==> src/hw/rtl/rc4_pkg.sv <==
// Shared types and constants for the RC4 stream cipher block.
// No dependencies; used by the channel interfaces and all RTL modules.
package rc4_pkg;

  localparam int unsigned BYTE_W          = 8;
  localparam int unsigned PERM_DEPTH      = 256;
  localparam int unsigned PERM_AW         = $clog2(PERM_DEPTH);
  localparam int unsigned KEY_MAX_LEN_DEF = 256;

  localparam logic [PERM_AW-1:0] PERM_LAST = PERM_AW'(PERM_DEPTH - 1);

  // Function codes of an input transaction
  localparam logic FUNC_KEY  = 1'b0;
  localparam logic FUNC_TEXT = 1'b1;

  typedef enum logic [2:0] {
    ST_IDLE,
    ST_TXT_J,
    ST_TXT_T,
    ST_TXT_OUT,
    ST_KS_RD,
    ST_KS_SW,
    ST_KS_FIN
  } state_t;

  // One cycle's worth of accesses to the permutation store
  typedef struct packed {
    logic                clear;
    logic                re;
    logic [PERM_AW-1:0]  raddr;
    logic                we;
    logic [PERM_AW-1:0]  waddr;
    logic [BYTE_W-1:0]   wdata;
  } perm_cmd_t;

endpackage

==> src/hw/rtl/rc4_perm_store.sv <==
// 256-entry permutation store: synchronous RAM, one read and one write a cycle.
// Per-entry valid bits make unwritten entries read as the identity value.
// Depends on rc4_pkg.
module rc4_perm_store (
  input  logic                                 clk,
  input  logic                                 rst_n,
  input  rc4_pkg::perm_cmd_t                   cmd,
  output logic [rc4_pkg::BYTE_W-1:0]           rdata
);

  logic [rc4_pkg::BYTE_W-1:0]  perm_mem [rc4_pkg::PERM_DEPTH];
  logic [rc4_pkg::PERM_DEPTH-1:0] valid_r;
  logic [rc4_pkg::BYTE_W-1:0]  rd_data_r;
  logic [rc4_pkg::PERM_AW-1:0] rd_addr_r;
  logic                        rd_valid_r;

  // Read returns the old contents when the same entry is written
  always_ff @(posedge clk) begin
    if (cmd.we) begin
      perm_mem[cmd.waddr] <= cmd.wdata;
    end
    if (cmd.re) begin
      rd_data_r  <= perm_mem[cmd.raddr];
      rd_addr_r  <= cmd.raddr;
      rd_valid_r <= valid_r[cmd.raddr];
    end
  end

  always_ff @(posedge clk) begin
    if (!rst_n) begin
      valid_r <= '0;
    end else if (cmd.clear) begin
      valid_r <= '0;
    end else if (cmd.we) begin
      valid_r[cmd.waddr] <= 1'b1;
    end
  end

  // Identity value: the entry's own index
  assign rdata = rd_valid_r ? rd_data_r : rc4_pkg::BYTE_W'(rd_addr_r);

endmodule
==> config.mk <==
export PLATFORM = sky130hd
export DESIGN_NAME = rc4_perm_store
export DESIGN_NICKNAME = d
export VERILOG_FILES = /design/src/hw/rtl/rc4_pkg.sv /design/src/hw/rtl/rc4_perm_store.sv
export SDC_FILE = /design/constraint.sdc
export NUM_CORES = 2
export LEC_CHECK = 0
export BUFFER_PORTS_ARGS = -buffer_cell sky130_fd_sc_hd__buf_2
export CAP_MARGIN = 20
export CORE_MARGIN = 10
export CORE_UTILIZATION = 30
export DETAILED_ROUTE_END_ITERATION = 12
export HOLD_SLACK_MARGIN = 0.03
export PLACE_DENSITY_LB_ADDON = 0.1
export SLEW_MARGIN = 20
export SYNTH_ARGS = -nofsm -noshare
export SYNTH_HDL_FRONTEND = slang
export SYNTH_SLANG_ARGS = --single-unit
==> constraint.sdc <==
create_clock -name clk -period 2.87 [get_ports clk]
set_clock_uncertainty 0.2 [all_clocks]
set_input_delay 0 -clock clk [delete_from_list [all_inputs] [get_ports clk]]
set_output_delay 0 -clock clk [all_outputs]
set_load 0.02 [all_outputs]
=== After elaboration in Yosys (flattened, before gate mapping) ===
Memories as Yosys holds them, arrays and structs flattened. A register that Yosys moved wholly into a read port is not among the register bits.
Cells that the tools add are included.

* Bits in registers: 265
* RAM bits: 2048
* Input bits: 29
* Output and inout bits: 8
* Logic and storage cells: 18
* Memories: 1

* Order comparisons: 3
* Muxes and demuxes: 7
* Bitwise logic cells: 2
* Reductions and logical operators: 2

{| class="wikitable"
|+ Memories
! memory !! depth !! width !! read ports !! clocked after Yosys merged registers in !! wr ports !! line !! text
|-
| perm_mem || 256 || 8 || 1 || 1 || 1 || rc4_perm_store.sv:11 || <nowiki>logic [rc4_pkg::BYTE_W-1:0] perm_mem [rc4_pkg::PERM_DEPTH];</nowiki>
|}

{| class="wikitable"
|+ Operators by type and width
! operator !! number
|-
| $or 256x256->256 || 1
|-
| $lt 8x9->1 const B || 2
|-
| $bmux 1 s8 || 1
|-
| $demux 1 s8 || 1
|-
| $ge 8x1->1 const B || 1
|-
| $mux 8 || 1
|-
| $mux 1 || 4
|-
| $reduce_or 2->1 || 1
|-
| $logic_and 1x1->1 || 1
|-
| $not 1->1 || 1
|}

=== Longest topological paths before layout ===
* Depth in word-level cells: 5
* Gate-level depth with buffers: 13
* Depth with buffers taken out: 6

=== Least setup slack after synthesis ===
Ideal clock, no wire load.

* Kind: input to register
* Start point: input cmd[17] (netlist bit)
* End point: register rd_data_r[4] (netlist bit) (read register of perm_mem) (data pin)
* Setup time: 0.264 ns
* Data arrival time: 1.890 ns
* Required time: 2.406 ns
* Setup slack: 0.516 ns
* Stages on the path: 10
* Buffers on the path: 5
* Path through: buf_6 -> buf_12 -> buf_6 -> buf_6 -> buf_4 -> mux4_2 -> a221oi_1 -> o21ai_0 -> a211oi_1 -> nor3_2

{| class="wikitable"
|+ RTL lines
! what !! line !! text
|-
| start: declaration || rc4_perm_store.sv:7 || <nowiki>input rc4_pkg::perm_cmd_t cmd,</nowiki>
|-
| end: declaration || rc4_perm_store.sv:13 || <nowiki>logic [rc4_pkg::BYTE_W-1:0] rd_data_r;</nowiki>
|}

=== Worst setup path in the final report ===
* Start point: input cmd[11] (netlist bit)
* End point: memory perm_mem[136][1] (netlist bit) (enable)

{| class="wikitable"
|+ RTL lines
! what !! line
|-
| end: declaration || rc4_perm_store.sv:11
|}

No word-level cell before the write port.

==> reports/metrics.cfg <==
[finish]
fillCellCount = 27700
regArea_mm2 = 0.0671
final_util = 0.370
multi_input_area_mm2 = 0.0209
layout_common_cells = edfxtp_1, nor2_1, buf_4
final_common_cell = edfxtp_1
final_nets = 5558
drive_above_1_share = 0.313
area_growth_pct = 22.7

[worst_setup_path]
crit_arrival_ns = 3.22
cp_slowest_cell = dlygate4sd3_1
cp.required_ns = 3.23
path_cells = dlygate4sd3_1 -> buf_2 -> nor2b_1 -> dlygate4sd3_1 -> nand3_2 -> dlygate4sd3_1 -> nor2_1 -> buf_4
r2r_cells = 6
worst-path-buf-inv = 5
worst_path_largest_cell_delay_ns = 0.80
endpoint_kind = register
path_class = input port to register
reg2reg_from = perm_mem[116][2]
cp_num_cells = 8
crit_family = buffers and inverters
crit_fanout = 10
crit_start = cmd[11]
path_common_cell = dlygate4sd3_1
worstSetupStartpointType = input port

[floorplan]
initial_utilization = 0.301
core_area_mm2 = 0.297
die_w_um = 566
io_pins = 37
die-area_mm2 = 0.320
num_rows = 200
fp.dieH_um = 566

[global_routing]
grt_start_max_net_pins = 104
grt_usage = 0.169
grt_first_pass_wirelength_mm = 392
grt-ovfl-total = 0
grt_antenna_before_repair = 22
grt_pass1_vias = 49100

[synth]
yosys.area_share.simple = 0.0438
syn_inst = 4690
synthAdderAreaFrac = 0
synth_area_leader_cell = edfxtp_1
synth_area_leaders = edfxtp_1, mux4_2, dfxtp_1
synth_flop_cell = edfxtp_1
yosysWarnings = 0
synth_top_family_by_area = multiplexers
synthMuxAreaShare = 0.154
syn_nets = 4719
ys_seq_area_frac = 0.751
synth_top_area_frac = 0.694
synthArstFlopShare = 0
ys_ff_latch = 2321
netlist_area_mm2 = 0.0894
avgSynthCellArea_um2 = 19.1
synthXorXnorAreaFrac = 0
yosysUniqueCellTypes = 58
synth-edff-count = 2065
synth-compound-area-share = 0.0332

[pwr]
p_seq_frac = 0.487
pwr-share-comb = 0.056
clockPowerShare = 0.457
switching_power_w = 0.0167
vdd_ir_drop_max_mv = 0.441
power_density_mw_per_mm2 = 690
swShare = 0.220
p_leak_nw = 35.9
power_w = 0.0757
intPower_w = 0.0590

[detailed_routing]
drtIter0Drc = 4052
drt_first_pass_iters = 7
ant_nets = 0
vias = 47400
wirelength_mm = 280
vias_per_cell = 4.89
route.detailed.drc = 0
wl_per_cell_um = 28.8

[placed_design]
dp_hpwl_mm = 180
place_congestion = 0.779
port_buffers = 36

[job]
drv_cap = 0

[hold_path]
hold_start = cmd[3]
whs_path_depth = 2
hp-class = input port to register

[timing]
finalCritPeriodShare = 0.999
worst_pin_slew_ns = 1.12
period_needed_ns = 2.87
relSlewSlack = 0.252
setup_viol = 0
finalMaxSlewViolations = 0
fmax_mhz = 349
holdWs_ns = 0.0799
hold_viol = 0

[cts]
ctsHtreeMaxLevel = 5
cts_tree = yes
root_buffer = clkbuf_16
numCtsBuffers = 269
clock-sinks = 2321
clk_pin_slew_ns = 0.06
clockBufferDepth = 4
insertion_delay_ns = 0.89

[run_status]
status = complete, no violations

==> worst paths after layout <==
check	end	slack, ns
worst min-delay path	perm_mem[184][3]	0.08
worst min register to register	valid_r[98]	0.26
worst max-delay path	perm_mem[136][1]	0.003
worst max register to register	rd_data_r[2]	0.04
==> Yosys cell counts (4+ instances only) <==
cell and instances:
a2111oi_0 7, a211oi_1 15, a21boi_0 5, a21oi_1 68, a221oi_1 25, a22o_1 20
a22oi_1 81, a311oi_1 14, and2_1 8, buf_1 19, buf_12 7, buf_2 33
buf_4 29, buf_6 29, buf_8 7, clkbuf_1 159, dfxtp_1 256, edfxtp_1 2065
mux2_2 13, mux2i_1 190, mux4_2 520, nand2_1 69, nand2b_1 7, nand3_1 45
nand4_1 8, nor2_1 740, nor2b_1 23, nor3_1 18, nor4_1 12, nor4b_1 6
o211ai_1 4, o21ai_0 23, o21ba_2 29, o221ai_1 40, o22ai_1 52, o31ai_1 6
==> worst reg2reg max path: cells and delay by family (launching register included) <==
| family | cells | cell delay [ns] |
|---|---|---|
| buffers and inverters | 1 | 0.21 |
| DFF | 1 | 0.36 |
| muxes | 2 | 1.03 |
| and+or+nand+nor | 3 | 0.79 |
==> sequential cells by signal (all words and copies together) (netlist names) <==
name,count
perm_mem,2048
rd_data_r,8
rd_addr_r,8
valid_r,256
rd_valid_r,1
==> cell families after synthesis <==
kind of cell,Yosys count
DFF,2321
AOI/OAI and AO/OA,404
muxes,723
and+or+nand+nor,954
buffers and inverters,288
==> routing by layer <==
metal / global-route usage / up-vias / wire, um
met5: 0 / - / 0
met4: 0.0375 / 0 / 6340
met3: 0.0245 / 331 / 11800
met2: 0.283 / 1036 / 136000
met1: 0.234 / 25400 / 126000
li1: - / 20600 / -
==> power by group through the flow <==
stage,clock [W],sequential [W],combinational (W)
2_1_floorplan,0,0.0376,0.00183
3_3_place_gp,0,0.0376,0.00423
3_5_place_dp,0,0.0376,0.00424
4_1_cts,0.0355,0.0369,0.00435
5_1_grt,0.0369,0.0369,0.00449
6_report,0.0346,0.0369,0.00424
==> stage by stage <==
step / worst slack [ns] / instances / setup TNS [ns] / cell area (um2)
after floorplan: 0.516 / 4690 / 0 / 89400
after global placement: -1.24 / 9150 / -7.26 / 100000
after detailed placement: -0.916 / 9150 / -6.26 / 100000
after CTS: -0.0417 / 9685 / -0.0654 / 110000
after global routing: -0.0169 / 9688 / -0.0241 / 110000
final: 0.00270 / 9692 / 0 / 110000
==> repair_timing <==
action,CTS,global route
buffers inserted,0,0
hold endpoints to repair,3979,0
resized for setup,18,13
endpoints found under the setup margin,7,8
hold buffers,47,0
pin swaps,0,4
==> final cells by class <==
cell class,count,area share
multi-input cells,2081,0.191
clock buffers,377,0.0687
flip-flops and latches,2321,0.612
diodes,7,0.000160
well taps,3939,0.0449
repair buffers,851,0.0711
clock inverters,111,0.0123
inverters,5,0.000182
Power figures use the tool's default switching activity.
